`config.mk`:
```
export PLATFORM = sky130hd
export DESIGN_NAME = integer_to_ascii_formatter
export DESIGN_NICKNAME = d
export VERILOG_FILES = /design/src/rtl/itoa_pkg.sv /design/src/rtl/itoa_digits.sv /design/src/rtl/integer_to_ascii_formatter.sv
export SDC_FILE = /design/constraint.sdc
export NUM_CORES = 1
export LEC_CHECK = 0
export ABC_AREA = 1
export BUFFER_PORTS_ARGS = -buffer_cell sky130_fd_sc_hd__buf_4
export CORE_AREA = 3 3 120 238
export DETAILED_ROUTE_END_ITERATION = 8
export DIE_AREA = 0 0 123 241
export PLACE_DENSITY_LB_ADDON = 0.08
export SYNTH_ARGS = -nofsm -noshare
export SYNTH_HDL_FRONTEND = slang
export SYNTH_SLANG_ARGS = --single-unit
```
`constraint.sdc`:
```
create_clock -name clk -period 8.3 [get_ports clk]
set_input_delay 0.83 -clock clk [delete_from_list [all_inputs] [get_ports clk]]
set_output_delay 0.83 -clock clk [all_outputs]
set_load 0.01 [all_outputs]
```
`src/rtl/itoa_pkg.sv`:
```
// Shared types, constants and helpers for the integer to ASCII formatter.
package itoa_pkg;

	// Default cap on the field width.
	localparam int unsigned MAX_FIELD_WIDTH_DEF = 64;

	// Operand and digit register geometry.
	localparam int unsigned VALUE_W = 64;
	localparam int unsigned SLOTS = 24;
	localparam int unsigned SLOT_W = SLOTS * 4;
	localparam int unsigned ND_W = 5;
	localparam int unsigned DABBLE_STEPS = VALUE_W;
	localparam int unsigned STEP_W = 6;

	// Radix codes; any other code prints as hexadecimal.
	localparam logic [1:0] RADIX_DEC = 2'd0;
	localparam logic [1:0] RADIX_OCT = 2'd1;
	localparam logic [1:0] RADIX_HEX = 2'd2;

	// ASCII codes.
	localparam logic [7:0] CHAR_ZERO = 8'h30;
	localparam logic [7:0] CHAR_MINUS = 8'h2D;
	localparam logic [7:0] CHAR_SPACE = 8'h20;
	localparam logic [7:0] CHAR_LOWER_A = 8'h61;
	localparam logic [7:0] CHAR_UPPER_A = 8'h41;

	// Sequencer states.
	typedef enum logic [1:0] {
		ST_IDLE,
		ST_CONV,
		ST_NORM,
		ST_EMIT
	} state_t;

	// Commands to the digit register.
	typedef enum logic [2:0] {
		DG_HOLD,
		DG_LOAD_BIN,
		DG_LOAD_OCT,
		DG_LOAD_HEX,
		DG_DABBLE,
		DG_SHIFT
	} dg_cmd_t;

	// Control word from the sequencer to the digit register.
	typedef struct packed {
		dg_cmd_t cmd;
		logic [VALUE_W-1:0] mag;
	} dg_ctl_t;

	// Maps a digit value to its ASCII character.
	function automatic logic [7:0] digit_char(input logic [3:0] d, input logic upper);
		logic [7:0] c;
		if (d < 4'd10) begin
			c = CHAR_ZERO + {4'd0, d};
		end else if (upper) begin
			c = CHAR_UPPER_A + {4'd0, d - 4'd10};
		end else begin
			c = CHAR_LOWER_A + {4'd0, d - 4'd10};
		end
		return c;
	endfunction

endpackage

```
`src/rtl/itoa_digits.sv`:
```
// Digit register: loads octal or hex digits directly, builds decimal digits by
// shift-and-add-3, and shifts digits out most significant first.
module itoa_digits (
	input  logic                 clk,
	input  itoa_pkg::dg_ctl_t    ctl,
	output logic [3:0]           top_digit
);

	logic [itoa_pkg::SLOT_W-1:0]  digits_q;
	logic [itoa_pkg::VALUE_W-1:0] bin_q;
	logic [itoa_pkg::SLOT_W-1:0]  corrected;
	logic [itoa_pkg::SLOT_W-1:0]  oct_load;
	logic [itoa_pkg::SLOT_W-1:0]  hex_load;
	logic [3*itoa_pkg::SLOTS-1:0] oct_src;

	// Add 3 to every BCD digit of 5 or more before the next shift.
	always_comb begin
		for (int i = 0; i < itoa_pkg::SLOTS; i++) begin
			if (digits_q[4*i +: 4] >= 4'd5) begin
				corrected[4*i +: 4] = digits_q[4*i +: 4] + 4'd3;
			end else begin
				corrected[4*i +: 4] = digits_q[4*i +: 4];
			end
		end
	end

	// Split the magnitude into 3-bit or 4-bit digits.
	assign oct_src = {{(3*itoa_pkg::SLOTS-itoa_pkg::VALUE_W){1'b0}}, ctl.mag};
	assign hex_load = {{(itoa_pkg::SLOT_W-itoa_pkg::VALUE_W){1'b0}}, ctl.mag};

	always_comb begin
		for (int i = 0; i < itoa_pkg::SLOTS; i++) begin
			oct_load[4*i +: 4] = {1'b0, oct_src[3*i +: 3]};
		end
	end

	// Digit register update under the sequencer's command.
	always_ff @(posedge clk) begin
		case (ctl.cmd)
			itoa_pkg::DG_LOAD_BIN: begin
				digits_q <= '0;
				bin_q <= ctl.mag;
			end
			itoa_pkg::DG_LOAD_OCT: begin
				digits_q <= oct_load;
			end
			itoa_pkg::DG_LOAD_HEX: begin
				digits_q <= hex_load;
			end
			itoa_pkg::DG_DABBLE: begin
				digits_q <= {corrected[itoa_pkg::SLOT_W-2:0], bin_q[itoa_pkg::VALUE_W-1]};
				bin_q <= {bin_q[itoa_pkg::VALUE_W-2:0], 1'b0};
			end
			itoa_pkg::DG_SHIFT: begin
				digits_q <= {digits_q[itoa_pkg::SLOT_W-5:0], 4'd0};
			end
			default: begin
			end
		endcase
	end

	assign top_digit = digits_q[itoa_pkg::SLOT_W-1 -: 4];

endmodule

```
`src/rtl/integer_to_ascii_formatter.sv`:
```
// Top level of the integer to ASCII formatter.
//
// A number with its format settings is taken when start is high and busy is
// low. The block then stays busy until its last character has been sent.
// Characters leave one per cycle on character, marked by strobe, most
// significant first; last marks the final character of the number. The
// receiver has no way to hold characters off, and none is needed.
//
// Sequence: decimal numbers first run the shift-and-add-3 loop of the digit
// register over every operand bit; octal and hex skip it. Then leading zero
// digits are dropped one per cycle, keeping at least one, padding is settled,
// and the text goes out at one character per cycle, at most MAX_FIELD_WIDTH
// or 23 characters, whichever is more. A new number can be taken in the
// cycle after the last character has been produced. All digit steps run in
// the single digit register instance.
//
// Reset clears the sequencer and the strobe; no characters appear until a
// number is started.
module integer_to_ascii_formatter #(
	parameter int unsigned MAX_FIELD_WIDTH = itoa_pkg::MAX_FIELD_WIDTH_DEF
) (
	input  logic        clk,
	input  logic        arst_n,
	input  logic        start,
	output logic        busy,
	input  logic [63:0] value,
	input  logic [1:0]  radix,
	input  logic        upper_case,
	input  logic        is_signed,
	input  logic        long_operand,
	input  logic [6:0]  min_width,
	input  logic        zero_pad,
	output logic [7:0]  character,
	output logic        last,
	output logic        strobe
);

	localparam int unsigned CW = $clog2(MAX_FIELD_WIDTH + 1);

	itoa_pkg::state_t state_q, state_d;
	logic [itoa_pkg::STEP_W-1:0] cnt_q, cnt_d;
	logic [itoa_pkg::ND_W-1:0]   nd_q, nd_d;
	logic                        neg_q, neg_d;
	logic                        upper_q, upper_d;
	logic                        zpad_q, zpad_d;
	logic [CW-1:0]               fw_q, fw_d;
	logic [CW-1:0]               pad_q, pad_d;
	logic [CW-1:0]               rem_q, rem_d;
	logic [7:0]                  character_q, character_d;
	logic                        last_q, last_d;
	logic                        strobe_q, strobe_d;

	logic [itoa_pkg::VALUE_W-1:0] ext_val;
	logic                         in_neg;
	logic [CW-1:0]                text_len;
	logic [CW-1:0]                total;
	logic [3:0]                   top_digit;
	itoa_pkg::dg_ctl_t            dg_ctl;

	// Operand extension and magnitude.
	assign ext_val = long_operand ? value
		: {{32{is_signed & value[31]}}, value[31:0]};
	assign in_neg = is_signed & ext_val[itoa_pkg::VALUE_W-1];

	// Text length and padded total once the digit count is known.
	assign text_len = CW'(nd_q) + CW'(neg_q);
	assign total = (fw_q > text_len) ? fw_q : text_len;

	itoa_digits u_digits (
		.clk       (clk),
		.ctl       (dg_ctl),
		.top_digit (top_digit)
	);

	// Sequencer: next state, digit register commands and output word.
	always_comb begin
		state_d = state_q;
		cnt_d = cnt_q;
		nd_d = nd_q;
		neg_d = neg_q;
		upper_d = upper_q;
		zpad_d = zpad_q;
		fw_d = fw_q;
		pad_d = pad_q;
		rem_d = rem_q;
		character_d = character_q;
		last_d = 1'b0;
		strobe_d = 1'b0;
		dg_ctl.cmd = itoa_pkg::DG_HOLD;
		dg_ctl.mag = in_neg ? (64'd0 - ext_val) : ext_val;
		case (state_q)
			itoa_pkg::ST_IDLE: begin
				if (start) begin
					neg_d = in_neg;
					upper_d = upper_case;
					zpad_d = zero_pad;
					fw_d = (min_width > 7'(MAX_FIELD_WIDTH)) ? CW'(MAX_FIELD_WIDTH)
						: CW'(min_width);
					nd_d = itoa_pkg::ND_W'(itoa_pkg::SLOTS);
					cnt_d = itoa_pkg::STEP_W'(itoa_pkg::DABBLE_STEPS - 1);
					case (radix)
						itoa_pkg::RADIX_DEC: begin
							dg_ctl.cmd = itoa_pkg::DG_LOAD_BIN;
							state_d = itoa_pkg::ST_CONV;
						end
						itoa_pkg::RADIX_OCT: begin
							dg_ctl.cmd = itoa_pkg::DG_LOAD_OCT;
							state_d = itoa_pkg::ST_NORM;
						end
						default: begin
							dg_ctl.cmd = itoa_pkg::DG_LOAD_HEX;
							state_d = itoa_pkg::ST_NORM;
						end
					endcase
				end
			end
			itoa_pkg::ST_CONV: begin
				dg_ctl.cmd = itoa_pkg::DG_DABBLE;
				cnt_d = cnt_q - 1'b1;
				if (cnt_q == '0) begin
					state_d = itoa_pkg::ST_NORM;
				end
			end
			itoa_pkg::ST_NORM: begin
				// Drop leading zero digits, keeping at least one.
				if (top_digit == 4'd0 && nd_q != itoa_pkg::ND_W'(1)) begin
					dg_ctl.cmd = itoa_pkg::DG_SHIFT;
					nd_d = nd_q - 1'b1;
				end else begin
					pad_d = total - text_len;
					rem_d = total;
					state_d = itoa_pkg::ST_EMIT;
				end
			end
			itoa_pkg::ST_EMIT: begin
				strobe_d = 1'b1;
				last_d = (rem_q == CW'(1));
				rem_d = rem_q - 1'b1;
				if (!zpad_q && pad_q != '0) begin
					character_d = itoa_pkg::CHAR_SPACE;
					pad_d = pad_q - 1'b1;
				end else if (neg_q) begin
					character_d = itoa_pkg::CHAR_MINUS;
					neg_d = 1'b0;
				end else if (pad_q != '0) begin
					character_d = itoa_pkg::CHAR_ZERO;
					pad_d = pad_q - 1'b1;
				end else begin
					character_d = itoa_pkg::digit_char(top_digit, upper_q);
					dg_ctl.cmd = itoa_pkg::DG_SHIFT;
				end
				if (rem_q == CW'(1)) begin
					state_d = itoa_pkg::ST_IDLE;
				end
			end
			default: begin
				state_d = itoa_pkg::ST_IDLE;
			end
		endcase
	end

	// Control registers.
	always_ff @(posedge clk or negedge arst_n) begin
		if (!arst_n) begin
			state_q <= itoa_pkg::ST_IDLE;
			strobe_q <= 1'b0;
			last_q <= 1'b0;
		end else begin
			state_q <= state_d;
			strobe_q <= strobe_d;
			last_q <= last_d;
		end
	end

	// Working and output word registers.
	always_ff @(posedge clk) begin
		cnt_q <= cnt_d;
		nd_q <= nd_d;
		neg_q <= neg_d;
		upper_q <= upper_d;
		zpad_q <= zpad_d;
		fw_q <= fw_d;
		pad_q <= pad_d;
		rem_q <= rem_d;
		character_q <= character_d;
	end

	assign busy = (state_q != itoa_pkg::ST_IDLE);
	assign character = character_q;
	assign last = last_q;
	assign strobe = strobe_q;

endmodule

```
==> flow_results.xml, run 1 <==
<?xml version="1.0" encoding="UTF-8"?>
<metrics>
  <group name="status">
    <metric name="run_status" unit="">finished, final reports clean</metric>
  </group>
  <group name="sta">
    <metric name="final_min_period_over_clock_period" unit="%">51.4</metric>
    <metric name="fmax" unit="MHz">234</metric>
    <metric name="setup_repair_after_global_routing_missed_its_margin" unit="">no</metric>
    <metric name="final-max-slew-violation-count" unit="">0</metric>
    <metric name="layout_setup_ws" unit="ns">4.04</metric>
    <metric name="final_setup_violation_count" unit="">0</metric>
    <metric name="time_the_worst_path_needs_with_i_o_delays_and_setup" unit="ns">4.26</metric>
    <metric name="worst_pin_slew" unit="ns">1.06</metric>
    <metric name="hold_viol" unit="">0</metric>
    <metric name="fin_setup_tns" unit="ns">0</metric>
    <metric name="hold-worst-slack" unit="ns">0.104</metric>
    <metric name="worst_setup_skew_after_layout" unit="ns">0.0133</metric>
    <metric name="slew_headroom" unit="%">29.4</metric>
  </group>
  <group name="die">
    <metric name="placement_rows" unit="">85</metric>
    <metric name="design.die.area" unit="µm²">29600</metric>
    <metric name="core-area" unit="µm²">26900</metric>
    <metric name="die_y" unit="µm">241</metric>
    <metric name="fp.dieW" unit="µm">123</metric>
    <metric name="initial_core_util" unit="%">56.7</metric>
    <metric name="io_pins" unit="">91</metric>
  </group>
  <group name="placed_design">
    <metric name="detailed_placement_hpwl" unit="µm">32400</metric>
    <metric name="place.detailed.instances" unit="">2369</metric>
    <metric name="place_area" unit="µm²">16000</metric>
    <metric name="gp_routability_congestion" unit="">0.962</metric>
    <metric name="place_ws" unit="ns">3.83</metric>
    <metric name="port_buffers" unit="">89</metric>
  </group>
  <group name="clocking">
    <metric name="numClockSinks" unit="">206</metric>
    <metric name="cts_made_buffers" unit="">21</metric>
    <metric name="cts.clk_slew.worst_paths" unit="ns">0.07</metric>
    <metric name="cts_setup_buffers" unit="">0</metric>
    <metric name="cts_resized" unit="">0</metric>
    <metric name="clk_latency" unit="ns">0.52</metric>
    <metric name="cts-hold-fix-buffers" unit="">0</metric>
    <metric name="tritoncts" unit="">built</metric>
    <metric name="cts-root-to-sink-buffers" unit="">3</metric>
    <metric name="master_cell_of_the_clock_root_buffer" unit="">clkbuf_16</metric>
    <metric name="number_of_h_tree_levels" unit="">1</metric>
  </group>
  <group name="global_routing">
    <metric name="grt_first_pass_wirelength" unit="µm">68300</metric>
    <metric name="grt_start_max_net_pins" unit="">70</metric>
    <metric name="grt_remaining_overflow" unit="">0</metric>
    <metric name="grt_antenna_before_repair" unit="">0</metric>
    <metric name="via_count_of_the_first_global_routing_pass" unit="">13608</metric>
    <metric name="grt.total_usage" unit="%">29.3</metric>
  </group>
  <group name="setup_path">
    <metric name="critPathArrivalTime" unit="ns">4.52</metric>
    <metric name="crit_type" unit="">reg -&gt; reg</metric>
    <metric name="start_kind" unit="">register</metric>
    <metric name="reg2reg_from" unit="">state_q[1]</metric>
    <metric name="critical_path_data_required_time" unit="ns">8.56</metric>
    <metric name="worst_setup_path_end_kind" unit="">register</metric>
    <metric name="worst-r2r-setup-slack" unit="ns">4.04</metric>
    <metric name="critical_path.max_fanout" unit="">67</metric>
    <metric name="startpoint_of_the_most_critical_setup_path" unit="">state_q[1]</metric>
  </group>
  <group name="route">
    <metric name="m1WireLength" unit="µm">15800</metric>
    <metric name="routed_wirelength" unit="µm">43300</metric>
    <metric name="ant_nets" unit="">0</metric>
    <metric name="drt_drc_violations_left" unit="">0</metric>
    <metric name="met2_wire_length" unit="µm">23000</metric>
    <metric name="met3WireLength" unit="µm">1920</metric>
    <metric name="drt-initial-drc-count" unit="">944</metric>
    <metric name="uppermost_signal_routing_layer_after_detailed_routing" unit="">met4</metric>
    <metric name="vias" unit="">13722</metric>
    <metric name="post_drt_via_cell_ratio" unit="">5.71</metric>
    <metric name="post_drt_wl_per_cell" unit="µm">18.0</metric>
    <metric name="drt_pre_antenna_iters" unit="">6</metric>
  </group>
  <group name="synthesis">
    <metric name="yosys_register_bits" unit="">206</metric>
    <metric name="yosys-top-cells-area" unit="">edfxtp_1 40%, nand2_1 14%, ha_1 6.2%, inv_1 5.6%, nand3_1 5.4%</metric>
    <metric name="netlist_area" unit="µm²">15200</metric>
    <metric name="synth.distinct_cells" unit="">54</metric>
    <metric name="synth.yosys.seq_area_share" unit="%">40.4</metric>
    <metric name="synth_edf_count" unit="">202</metric>
    <metric name="yosys_top_cell_area_share" unit="%">39.8</metric>
    <metric name="most_area_hungry_cell_type_in_the_yosys_netlist" unit="">edfxtp_1</metric>
    <metric name="synth_top_flop_cell" unit="">edfxtp_1</metric>
    <metric name="synth-async-reset-ratio" unit="%">1.94</metric>
    <metric name="synthesis.instances" unit="">1994</metric>
    <metric name="ys.warnings.count" unit="">0</metric>
    <metric name="synth_fp_nets" unit="">2150</metric>
    <metric name="synth_area_per_cell" unit="µm²">7.65</metric>
  </group>
  <group name="layout">
    <metric name="finalInstanceArea" unit="µm²">16700</metric>
    <metric name="finalCoreUtilization" unit="%">62.1</metric>
    <metric name="insertedDiodeCount" unit="">0</metric>
    <metric name="post_layout_nonfiller_instances" unit="">2404</metric>
    <metric name="synth_to_final_area_change" unit="%">9.64</metric>
    <metric name="layout_cells_sized_above_1" unit="%">8.12</metric>
    <metric name="finalNetCount" unit="">2200</metric>
    <metric name="count_of_filler_cells_inserted_in_the_layout" unit="">2529</metric>
  </group>
  <group name="power_and_ir_drop">
    <metric name="cellLeakagePower" unit="nW">7.74</metric>
    <metric name="report.power.total" unit="mW">2.36</metric>
    <metric name="max-vdd-ir-drop" unit="V">0.000151</metric>
    <metric name="pwr_cell_area" unit="nW/µm²">141</metric>
  </group>
  <group name="run">
    <metric name="cap_violations" unit="">0</metric>
  </group>
  <group name="worst_hold_path">
    <metric name="hold_path.class" unit="">in -&gt; async</metric>
  </group>
</metrics>
## cells in the final DEF (no fill, tap or decap), types with 26 or more instances in the layout
master    Yosys  routed
o21ai_0      95      94
edfxtp_1    202     202
inv_1       229     229
nand4_1      28      28
a22oi_1      26      26
nand3_1     166     166
nor2_1      201     201
nand2_1     565     564
buf_4         9      97
xor2_1       71      71
a21oi_1      87      87
ha_1         75      75
## flip-flops by register name (all words and copies together) (netlist names)
register	cells
neg_q	1
character	7
u_digits.digits_q	96
cnt_q	6
nd_q	5
last	1
state_q	2
fw_q	7
u_digits.bin_q	64
rem_q	7
zpad_q	1
upper_q	1
pad_q	7
strobe	1
## critical path, stage by stage, from the launching register on
cell,delay (ns)
dfrtp_1,0.42
inv_1,0.13
ha_1,0.30
nand2_1,0.14
nor2_1,0.28
inv_1,0.21
nand3_4,0.57
clkinv_2,0.99
buf_4,0.61
a22oi_1,0.21
nand3_1,0.11
## Yosys cell counts (4+ instances only)
cell and count:
buf_4 9, inv_2 6, xor2_1 71, a31oi_1 6
or2_2 10, nand3_1 166, nor3_1 25, mux2_2 6
ha_1 75, nor2_2 5, a21oi_1 87, buf_6 8
a211oi_1 7, o2111ai_1 6, buf_2 44, and2_1 5
nand2_1 565, o21ai_0 95, dfrtp_1 4, nand4_1 28
o22ai_1 7, o31ai_1 12, nand3b_1 13, xnor2_1 11
o21ai_1 13, inv_1 229, a22oi_1 26, clkbuf_1 8
edfxtp_1 202, o211ai_1 12, nor2_1 201
## layer usage
metal,up-vias,GRT usage (%)
li1,6725,-
met1,6414,32.4
met2,450,54.9
met3,133,2.02
met4,0,15.5
met5,-,0
## worst paths after layout
| kind | to | cells past startpoint |
|---|---|---|
| max | u_digits.digits_q[29] | 10 |
| min | last | 1 |
| max reg2reg | u_digits.digits_q[29] | 10 |
| min reg2reg | u_digits.bin_q[26] | 2 |
| max in group asynchronous | state_q[1] | 1 |
| min in group clk | zpad_q | 1 |
## power by group
group          internal [mW]  leakage (nW)  switching, mW
Clock                  0.586         0.339          0.410
Combinational         0.0761          5.70          0.155
Sequential              1.14          1.70              0
## cells by family (layout without fill, tap and decap cells)
family                     count (synthesis)  in the layout  synth area share, %
buffers and inverters                    306            368                 8.52
DFF                                      206            206                 40.4
other                                      1              1               0.0246
and+or+nand+nor                         1036           1036                 28.9
AOI/OAI and AO/OA                        280            280                 10.6
adders and majority gates                 76             76                 6.29
xor gates and xnor gates                  82             82                 4.71
muxes                                      7              7                0.509
## area by class of cell
cell class	instances	area, µm²	area share, %
clock buffers	24	537	3.21
clock inverters	11	151	0.906
inverters	236	887	5.31
multi-input cells	1482	7810	46.7
flip-flops and latches	206	6170	36.9
well taps	348	435	2.61
repair buffers	97	728	4.36
No activity file was read; power rests on OpenSTA's default activity.
==> run 2, diff against run 1 <==
--- a/config.mk
+++ b/config.mk
@@ -5,11 +5,11 @@
 export SDC_FILE = /design/constraint.sdc
 export NUM_CORES = 1
 export LEC_CHECK = 0
-export ABC_AREA = 1
+export ABC_AREA = 0
 export BUFFER_PORTS_ARGS = -buffer_cell sky130_fd_sc_hd__buf_4
-export CORE_AREA = 3 3 120 238
+export CORE_AREA = 3 3 120 237
 export DETAILED_ROUTE_END_ITERATION = 8
-export DIE_AREA = 0 0 123 241
+export DIE_AREA = 0 0 123 240
 export PLACE_DENSITY_LB_ADDON = 0.08
 export SYNTH_ARGS = -nofsm -noshare
 export SYNTH_HDL_FRONTEND = slang
==> constraint.sdc (replaced) <==
create_clock -name clk -period 3.5 [get_ports clk]
set_input_delay 0.35 -clock clk [delete_from_list [all_inputs] [get_ports clk]]
set_output_delay 0.35 -clock clk [all_outputs]
set_load 0.01 [all_outputs]
==> flow_results.xml, run 2 <==
<?xml version="1.0" encoding="UTF-8"?>
<metrics>
  <group name="status">
    <metric name="run_status" unit="">finished, violations left</metric>
    <metric name="violations_in_the_final_reports" unit="">setup timing</metric>
  </group>
  <group name="layout">
    <metric name="commonest_non_fill_non_tap_cell_in_the_layout" unit="">a21oi_1</metric>
    <metric name="area_of_combinational_cells_with_multiple_inputs" unit="µm²">8160</metric>
    <metric name="largest_register_ffs" unit="">96</metric>
    <metric name="seqCellArea" unit="µm²">6170</metric>
    <metric name="count_of_filler_cells_inserted_in_the_layout" unit="">2326</metric>
    <metric name="max_flop_register" unit="">u_digits.digits_q</metric>
    <metric name="layout_cells_sized_above_1" unit="%">15.6</metric>
    <metric name="insertedDiodeCount" unit="">0</metric>
    <metric name="synth_to_final_area_change" unit="%">16.0</metric>
    <metric name="largestRegisters" unit="">u_digits.digits_q: 96 flops, u_digits.bin_q: 64 flops</metric>
    <metric name="finalNetCount" unit="">1941</metric>
    <metric name="layout.cells.most_common_list" unit="">210 x a21oi_1, 202 x edfxtp_1, 194 x nor2_1, 181 x nand2_1, 176 x buf_4</metric>
  </group>
  <group name="die">
    <metric name="io_pins" unit="">91</metric>
    <metric name="placement_rows" unit="">85</metric>
    <metric name="core-area" unit="µm²">26900</metric>
    <metric name="die_y" unit="µm">240</metric>
    <metric name="fp.dieW" unit="µm">123</metric>
    <metric name="initial_core_util" unit="%">55.1</metric>
    <metric name="design.die.area" unit="µm²">29500</metric>
  </group>
  <group name="sta">
    <metric name="fin_setup_tns" unit="ns">-0.841</metric>
    <metric name="worst_pin_slew" unit="ns">1.02</metric>
    <metric name="final_min_period_over_clock_period" unit="%">108</metric>
    <metric name="final-max-slew-violation-count" unit="">0</metric>
    <metric name="setup_repair_after_global_routing_missed_its_margin" unit="">yes</metric>
    <metric name="final_setup_violation_count" unit="">5</metric>
    <metric name="fmax" unit="MHz">265</metric>
    <metric name="time_the_worst_path_needs_with_i_o_delays_and_setup" unit="ns">3.78</metric>
    <metric name="slew_headroom" unit="%">31.7</metric>
    <metric name="hold_viol" unit="">0</metric>
    <metric name="layout_setup_ws" unit="ns">-0.277</metric>
    <metric name="worst_setup_skew_after_layout" unit="ns">0.0172</metric>
  </group>
  <group name="synthesis">
    <metric name="ys.warnings.count" unit="">0</metric>
    <metric name="netlist_area" unit="µm²">14800</metric>
    <metric name="post-synth-top-count-cell" unit="">a21oi_1</metric>
    <metric name="synth_edf_count" unit="">202</metric>
    <metric name="most_area_hungry_cell_type_in_the_yosys_netlist" unit="">edfxtp_1</metric>
    <metric name="yosys_register_bits" unit="">206</metric>
    <metric name="ys_top_cells_by_count" unit="">213 x a21oi_1, 202 x edfxtp_1, 194 x nor2_1</metric>
    <metric name="yosys-top-cells-area" unit="">edfxtp_1 41%, a21oi_1 7.2%, ha_1 6.3%, nor2_1 4.9%, nand2_1 4.7%</metric>
    <metric name="synth.distinct_cells" unit="">89</metric>
    <metric name="synthesis.instances" unit="">1656</metric>
    <metric name="synth-async-reset-ratio" unit="%">1.94</metric>
    <metric name="synth.yosys.seq_area_share" unit="%">41.6</metric>
    <metric name="synth_area_per_cell" unit="µm²">8.96</metric>
    <metric name="synth_top_flop_cell" unit="">edfxtp_1</metric>
    <metric name="synth_fp_nets" unit="">1812</metric>
    <metric name="yosys_top_cell_area_share" unit="%">40.9</metric>
  </group>
  <group name="global_routing">
    <metric name="grt_first_pass_wirelength" unit="µm">66600</metric>
    <metric name="grt_antenna_before_repair" unit="">0</metric>
    <metric name="grt_remaining_overflow" unit="">0</metric>
    <metric name="grt.total_usage" unit="%">28.5</metric>
    <metric name="grt_start_max_net_pins" unit="">70</metric>
    <metric name="via_count_of_the_first_global_routing_pass" unit="">12908</metric>
  </group>
  <group name="route">
    <metric name="vias" unit="">13098</metric>
    <metric name="post_drt_wl_per_cell" unit="µm">19.6</metric>
    <metric name="ant_nets" unit="">0</metric>
    <metric name="post_drt_via_cell_ratio" unit="">6.11</metric>
    <metric name="drt-initial-drc-count" unit="">937</metric>
    <metric name="routed_wirelength" unit="µm">42000</metric>
    <metric name="drt_pre_antenna_iters" unit="">6</metric>
    <metric name="drt_drc_violations_left" unit="">0</metric>
  </group>
  <group name="setup_path">
    <metric name="crit_type" unit="">reg -&gt; reg</metric>
    <metric name="critical_path_data_required_time" unit="ns">3.76</metric>
    <metric name="worst_setup_path_end_kind" unit="">register</metric>
    <metric name="crit_path_cell_trace" unit="">ha_4, and3_4, xor2_2, inv_2, ha_4, maj3_2, a2111oi_4, nor2_4, mux2i_2, ha_2, fa_2, inv_2, a21o_1, a21oi_2, o21bai_1, a21oi_1, xnor2_1, a21oi_1</metric>
    <metric name="critical_path.max_fanout" unit="">4</metric>
    <metric name="worst_path_max_delay_cell" unit="">edfxtp_1</metric>
    <metric name="start_kind" unit="">register</metric>
    <metric name="critPathArrivalTime" unit="ns">4.04</metric>
    <metric name="critical_path.max_stage_delay" unit="ns">0.44</metric>
  </group>
  <group name="power_and_ir_drop">
    <metric name="cellLeakagePower" unit="nW">6.56</metric>
    <metric name="clockPowerShare" unit="%">12.3</metric>
    <metric name="p_sw" unit="mW">7.19</metric>
    <metric name="sequential_group_share_of_total_power" unit="%">34.4</metric>
    <metric name="power.combinational.fraction" unit="%">53.3</metric>
    <metric name="pwr_cell_area" unit="nW/µm²">979</metric>
    <metric name="total_internal_power" unit="mW">9.66</metric>
    <metric name="max-vdd-ir-drop" unit="V">0.000594</metric>
    <metric name="switching_fraction_of_total_power" unit="%">42.7</metric>
  </group>
  <group name="clocking">
    <metric name="clk_latency" unit="ns">0.51</metric>
    <metric name="numClockSinks" unit="">206</metric>
    <metric name="tritoncts" unit="">built</metric>
    <metric name="cts_made_buffers" unit="">20</metric>
    <metric name="master_cell_of_the_clock_root_buffer" unit="">clkbuf_16</metric>
    <metric name="cts-root-to-sink-buffers" unit="">3</metric>
    <metric name="number_of_h_tree_levels" unit="">1</metric>
    <metric name="cts.clk_slew.worst_paths" unit="ns">0.07</metric>
  </group>
  <group name="placed_design">
    <metric name="gp_routability_congestion" unit="">0.937</metric>
    <metric name="place_ws" unit="ns">-0.378</metric>
    <metric name="detailed_placement_hpwl" unit="µm">31100</metric>
    <metric name="port_buffers" unit="">89</metric>
  </group>
  <group name="worst_hold_path">
    <metric name="hold_path.class" unit="">in -&gt; reg</metric>
  </group>
  <group name="run">
    <metric name="cap_violations" unit="">0</metric>
  </group>
</metrics>
run 2: cell count changes after synthesis, sizes merged, moves of 29 or more:
cell	change
clkbuf	+30
o22ai	+36
inv	-155
xnor2	+46
a21oi	+126
nand2	-382
nand3	-154
nand2b	+29
run 2: repair_timing:
action	in CTS	in global routing
hold buffers	1	0
endpoints found under the hold margin	4	0
endpoints found under the setup margin	4	13
gates resized for setup	4	9
pin swaps	12	11
setup buffers	5	3
run 2: power groups by stage:
stage,registers (mW),logic [mW],clock network [mW]
finish,5.80,8.99,2.07
floorplan,5.60,6.36,0
detailed placement,5.82,8.77,0
global placement,5.77,8.55,0
global route,5.95,10.1,2.19
CTS,5.77,8.92,2.10
run 2: cells by family after synthesis:
family	Yosys count	synth area share (%)
buffers and inverters	163	4.82
and+or+nand+nor	577	18.6
xor gates and xnor gates	105	6.29
DFF	206	41.6
adders and majority gates	77	6.53
muxes	31	2.25
other	1	0.0253
AOI/OAI and AO/OA	496	19.9
run 2: per-layer routing:
layer	routed length [µm]	share of wire [%]	GRT usage [%]	vias to the layer above
met4	2510	6.0	15.9	0
met1	15600	37	32.6	6241
met5	0	0	0	-
met3	1910	4.5	2.42	135
met2	22100	52	51.4	435
li1	-	-	-	6287
run 2: worst paths after layout:
path / startpoint / end / slack (ns) / cells past startpoint
max: nd_q[0] / pad_q[6] / -0.28 / 18
max in group asynchronous: arst_n / strobe / 3.23 / 2
min: upper_case / upper_q / 0.03 / 1
min in group asynchronous: arst_n / last / 0.17 / 2
min reg2reg: u_digits.bin_q[37] / u_digits.bin_q[38] / 0.52 / 2
max reg2reg: nd_q[0] / pad_q[6] / -0.28 / 18
run 2: final cells by class:
cell class,count,share of cell area (%)
Clock buffer,22,3.08
Sequential cell,206,35.8
Clock inverter,11,0.356
Inverter,81,1.77
Multi-Input combinational cell,1287,47.4
Timing Repair Buffer,189,9.03
Tap cell,348,2.53
run 2: critical path: cells and delay by family, from the launching register on:
family / cells / cell delay, ns
adders and majority gates: 5 / 1.13
AOI/OAI and AO/OA: 6 / 1.04
DFF: 1 / 0.44
and+or+nand+nor: 2 / 0.30
xor gates and xnor gates: 2 / 0.29
muxes: 1 / 0.23
buffers and inverters: 2 / 0.11
run 2: stage by stage:
step | cells | hold slack (ns) | utilization (%) | power (mW) | area, µm²
after detailed placement | 2102 | 0.151 | 61.2 | 14.6 | 16500
after CTS | 2141 | 0.00830 | 63.7 | 16.8 | 17100
final | 2144 | 0.0251 | 64.0 | 16.9 | 17200
after global placement | 2102 | 0.147 | 61.2 | 14.3 | 16500
after floorplan | 1656 | 0.0544 | - | 12.0 | 15000
after global routing | 2144 | 0.0123 | 64.0 | 18.2 | 17200
==> run 3, diff against run 2 <==
--- a/config.mk
+++ b/config.mk
@@ -7,9 +7,9 @@
 export LEC_CHECK = 0
 export ABC_AREA = 0
 export BUFFER_PORTS_ARGS = -buffer_cell sky130_fd_sc_hd__buf_4
-export CORE_AREA = 3 3 120 237
+export CORE_AREA = 3 3 141 279
 export DETAILED_ROUTE_END_ITERATION = 8
-export DIE_AREA = 0 0 123 240
+export DIE_AREA = 0 0 144 282
 export PLACE_DENSITY_LB_ADDON = 0.08
 export SYNTH_ARGS = -nofsm -noshare
 export SYNTH_HDL_FRONTEND = slang
==> flow_results.xml, run 3 (synthesis gave the netlist of run 2 again) <==
<?xml version="1.0" encoding="UTF-8"?>
<metrics>
  <group name="global_routing">
    <metric name="grt.total_usage" unit="%">22.6</metric>
    <metric name="grt_start_max_net_pins" unit="">60</metric>
    <metric name="grt_antenna_before_repair" unit="">0</metric>
    <metric name="grt_first_pass_wirelength" unit="µm">71600</metric>
    <metric name="via_count_of_the_first_global_routing_pass" unit="">12894</metric>
    <metric name="grt_remaining_overflow" unit="">0</metric>
  </group>
  <group name="route">
    <metric name="vias" unit="">12977</metric>
    <metric name="post_drt_wl_per_cell" unit="µm">20.4</metric>
    <metric name="drt_pre_antenna_iters" unit="">5</metric>
    <metric name="drt_drc_violations_left" unit="">0</metric>
    <metric name="routed_wirelength" unit="µm">46400</metric>
    <metric name="post_drt_via_cell_ratio" unit="">5.71</metric>
    <metric name="drt-initial-drc-count" unit="">695</metric>
    <metric name="ant_nets" unit="">0</metric>
  </group>
  <group name="setup_path">
    <metric name="reg2reg_depth" unit="">19</metric>
    <metric name="crit_path_cell_trace" unit="">ha_4, ha_4, inv_2, ha_4, nor2b_2, o21ai_2, a211oi_4, a2111oi_4, nor2_4, mux2i_2, ha_2, fa_2, inv_2, a21o_1, a21oi_2, o21bai_1, a21oi_1, xnor2_1, a21oi_1</metric>
    <metric name="startpoint_of_the_most_critical_setup_path" unit="">nd_q[0]</metric>
    <metric name="start_kind" unit="">register</metric>
    <metric name="crit_path_frequent_cell" unit="">ha_4</metric>
    <metric name="critical_path.max_fanout" unit="">4</metric>
    <metric name="worst_setup_path_end_kind" unit="">register</metric>
    <metric name="worst_path_max_delay_cell" unit="">edfxtp_1</metric>
    <metric name="worst-path-buf-inv" unit="">2</metric>
    <metric name="critical_path_data_required_time" unit="ns">3.78</metric>
    <metric name="critical-path-top-delay-family" unit="">adder cells</metric>
    <metric name="crit_type" unit="">reg -&gt; reg</metric>
    <metric name="critPathArrivalTime" unit="ns">4.04</metric>
    <metric name="critical_path.max_stage_delay" unit="ns">0.44</metric>
    <metric name="worst-path-stages" unit="">19</metric>
    <metric name="reg2reg_from" unit="">nd_q[0]</metric>
  </group>
  <group name="placed_design">
    <metric name="place.detailed.instances" unit="">2228</metric>
    <metric name="detailed_placement_hpwl" unit="µm">35200</metric>
    <metric name="port_buffers" unit="">89</metric>
    <metric name="place_ws" unit="ns">-0.367</metric>
    <metric name="gp_routability_congestion" unit="">0.875</metric>
  </group>
  <group name="layout">
    <metric name="finalNetCount" unit="">1959</metric>
    <metric name="count_of_filler_cells_inserted_in_the_layout" unit="">3653</metric>
    <metric name="seqCellArea" unit="µm²">6170</metric>
    <metric name="largest_register_ffs" unit="">96</metric>
    <metric name="largestRegisters" unit="">u_digits.digits_q: 96 flops, u_digits.bin_q: 64 flops</metric>
    <metric name="finalCoreUtilization" unit="%">47.2</metric>
    <metric name="layout_cells_sized_above_1" unit="%">16.6</metric>
    <metric name="commonest_non_fill_non_tap_cell_in_the_layout" unit="">a21oi_1</metric>
    <metric name="synth_to_final_area_change" unit="%">18.9</metric>
    <metric name="max_flop_register" unit="">u_digits.digits_q</metric>
    <metric name="insertedDiodeCount" unit="">0</metric>
    <metric name="layout.cells.most_common_list" unit="">210 x a21oi_1, 202 x edfxtp_1, 194 x nor2_1, 187 x buf_4, 180 x nand2_1</metric>
    <metric name="area_of_combinational_cells_with_multiple_inputs" unit="µm²">8170</metric>
    <metric name="post_layout_nonfiller_instances" unit="">2274</metric>
  </group>
  <group name="clocking">
    <metric name="master_cell_of_the_clock_root_buffer" unit="">clkbuf_16</metric>
    <metric name="numClockSinks" unit="">206</metric>
    <metric name="number_of_h_tree_levels" unit="">1</metric>
    <metric name="cts-root-to-sink-buffers" unit="">3</metric>
    <metric name="tritoncts" unit="">built</metric>
    <metric name="cts.clk_slew.worst_paths" unit="ns">0.06</metric>
    <metric name="clk_latency" unit="ns">0.53</metric>
    <metric name="cts_made_buffers" unit="">22</metric>
  </group>
  <group name="sta">
    <metric name="fin_setup_tns" unit="ns">-0.707</metric>
    <metric name="final-max-slew-violation-count" unit="">0</metric>
    <metric name="setup_repair_after_global_routing_missed_its_margin" unit="">yes</metric>
    <metric name="final_min_period_over_clock_period" unit="%">108</metric>
    <metric name="final_setup_violation_count" unit="">4</metric>
    <metric name="fmax" unit="MHz">265</metric>
    <metric name="time_the_worst_path_needs_with_i_o_delays_and_setup" unit="ns">3.77</metric>
    <metric name="layout_setup_ws" unit="ns">-0.267</metric>
    <metric name="slew_headroom" unit="%">45.9</metric>
    <metric name="hold_viol" unit="">0</metric>
    <metric name="worst_pin_slew" unit="ns">0.809</metric>
    <metric name="worst_setup_skew_after_layout" unit="ns">0.0176</metric>
  </group>
  <group name="die">
    <metric name="initial_core_util" unit="%">39.7</metric>
    <metric name="design.die.area" unit="µm²">40600</metric>
    <metric name="placement_rows" unit="">100</metric>
    <metric name="die_y" unit="µm">282</metric>
    <metric name="io_pins" unit="">91</metric>
    <metric name="core-area" unit="µm²">37400</metric>
    <metric name="fp.dieW" unit="µm">144</metric>
  </group>
  <group name="worst_hold_path">
    <metric name="hold_path.class" unit="">in -&gt; reg</metric>
    <metric name="hold_start" unit="">min_width[6]</metric>
    <metric name="whs_path_depth" unit="">1</metric>
  </group>
  <group name="status">
    <metric name="violations_in_the_final_reports" unit="">setup timing</metric>
    <metric name="run_status" unit="">finished, violations left</metric>
  </group>
  <group name="power_and_ir_drop">
    <metric name="max-vdd-ir-drop" unit="V">0.000559</metric>
    <metric name="report.power.total" unit="mW">17.5</metric>
    <metric name="pwr_cell_area" unit="nW/µm²">989</metric>
    <metric name="cellLeakagePower" unit="nW">6.70</metric>
  </group>
  <group name="run">
    <metric name="cap_violations" unit="">0</metric>
  </group>
</metrics>
## run 3: cell type report
class | count | area share, %
Tap cell | 459 | 3.25
Sequential cell | 206 | 34.9
Clock buffer | 25 | 3.30
Timing Repair Buffer | 205 | 9.83
Multi-Input combinational cell | 1287 | 46.3
Inverter | 81 | 1.73
Clock inverter | 11 | 0.666
## run 3: timing repair
action | 4_1_cts | 5_1_grt
hold buffers | 3 | 0
gates resized for setup | 7 | 6
pin swaps | 13 | 18
setup endpoints to repair | 5 | 5
endpoints found under the hold margin | 6 | 0
setup buffers | 4 | 6
## run 3: routing by layer
layer,vias up,share of wire [%],GRT usage (%)
met1,6229,36,24.4
met5,-,0,0
met4,0,3.5,7.90
li1,6326,-,-
met2,344,56,44.4
met3,78,4.1,2.29
## run 3: final timing paths
path,endpoint,slack [ns]
setup / recovery,pad_q[6],-0.27
hold reg to reg,u_digits.bin_q[54],0.51
hold / removal,fw_q[6],0.07
max in group asynchronous,last,3.22
setup reg to reg,pad_q[6],-0.27
min in group asynchronous,state_q[0],0.17
## run 3: where the power goes
part	switching (mW)	leakage [nW]	internal (mW)	total [mW]
sequential	1.03	2.02	4.81	5.84
combinational	5.36	4.35	3.88	9.24
clock	1.02	0.337	1.35	2.37
total	7.42	6.70	10.0	17.5
## run 3: worst register-to-register path, cell delays in order (launching register included)
cell	delay (ns)
edfxtp_1	0.44
ha_4	0.21
ha_4	0.27
inv_2	0.04
ha_4	0.25
nor2b_2	0.15
o21ai_2	0.09
a211oi_4	0.26
a2111oi_4	0.07
nor2_4	0.19
mux2i_2	0.28
ha_2	0.24
fa_2	0.23
inv_2	0.03
a21o_1	0.17
a21oi_2	0.14
o21bai_1	0.07
a21oi_1	0.18
xnor2_1	0.13
a21oi_1	0.08
## run 3: through the flow
stage	hold slack, ns	area, µm²
3_3_place_gp	0.159	16800
5_1_grt	0.0558	17600
3_5_place_dp	0.158	16800
2_1_floorplan	0.0544	15000
4_1_cts	0.0451	17600
6_report	0.0713	17600
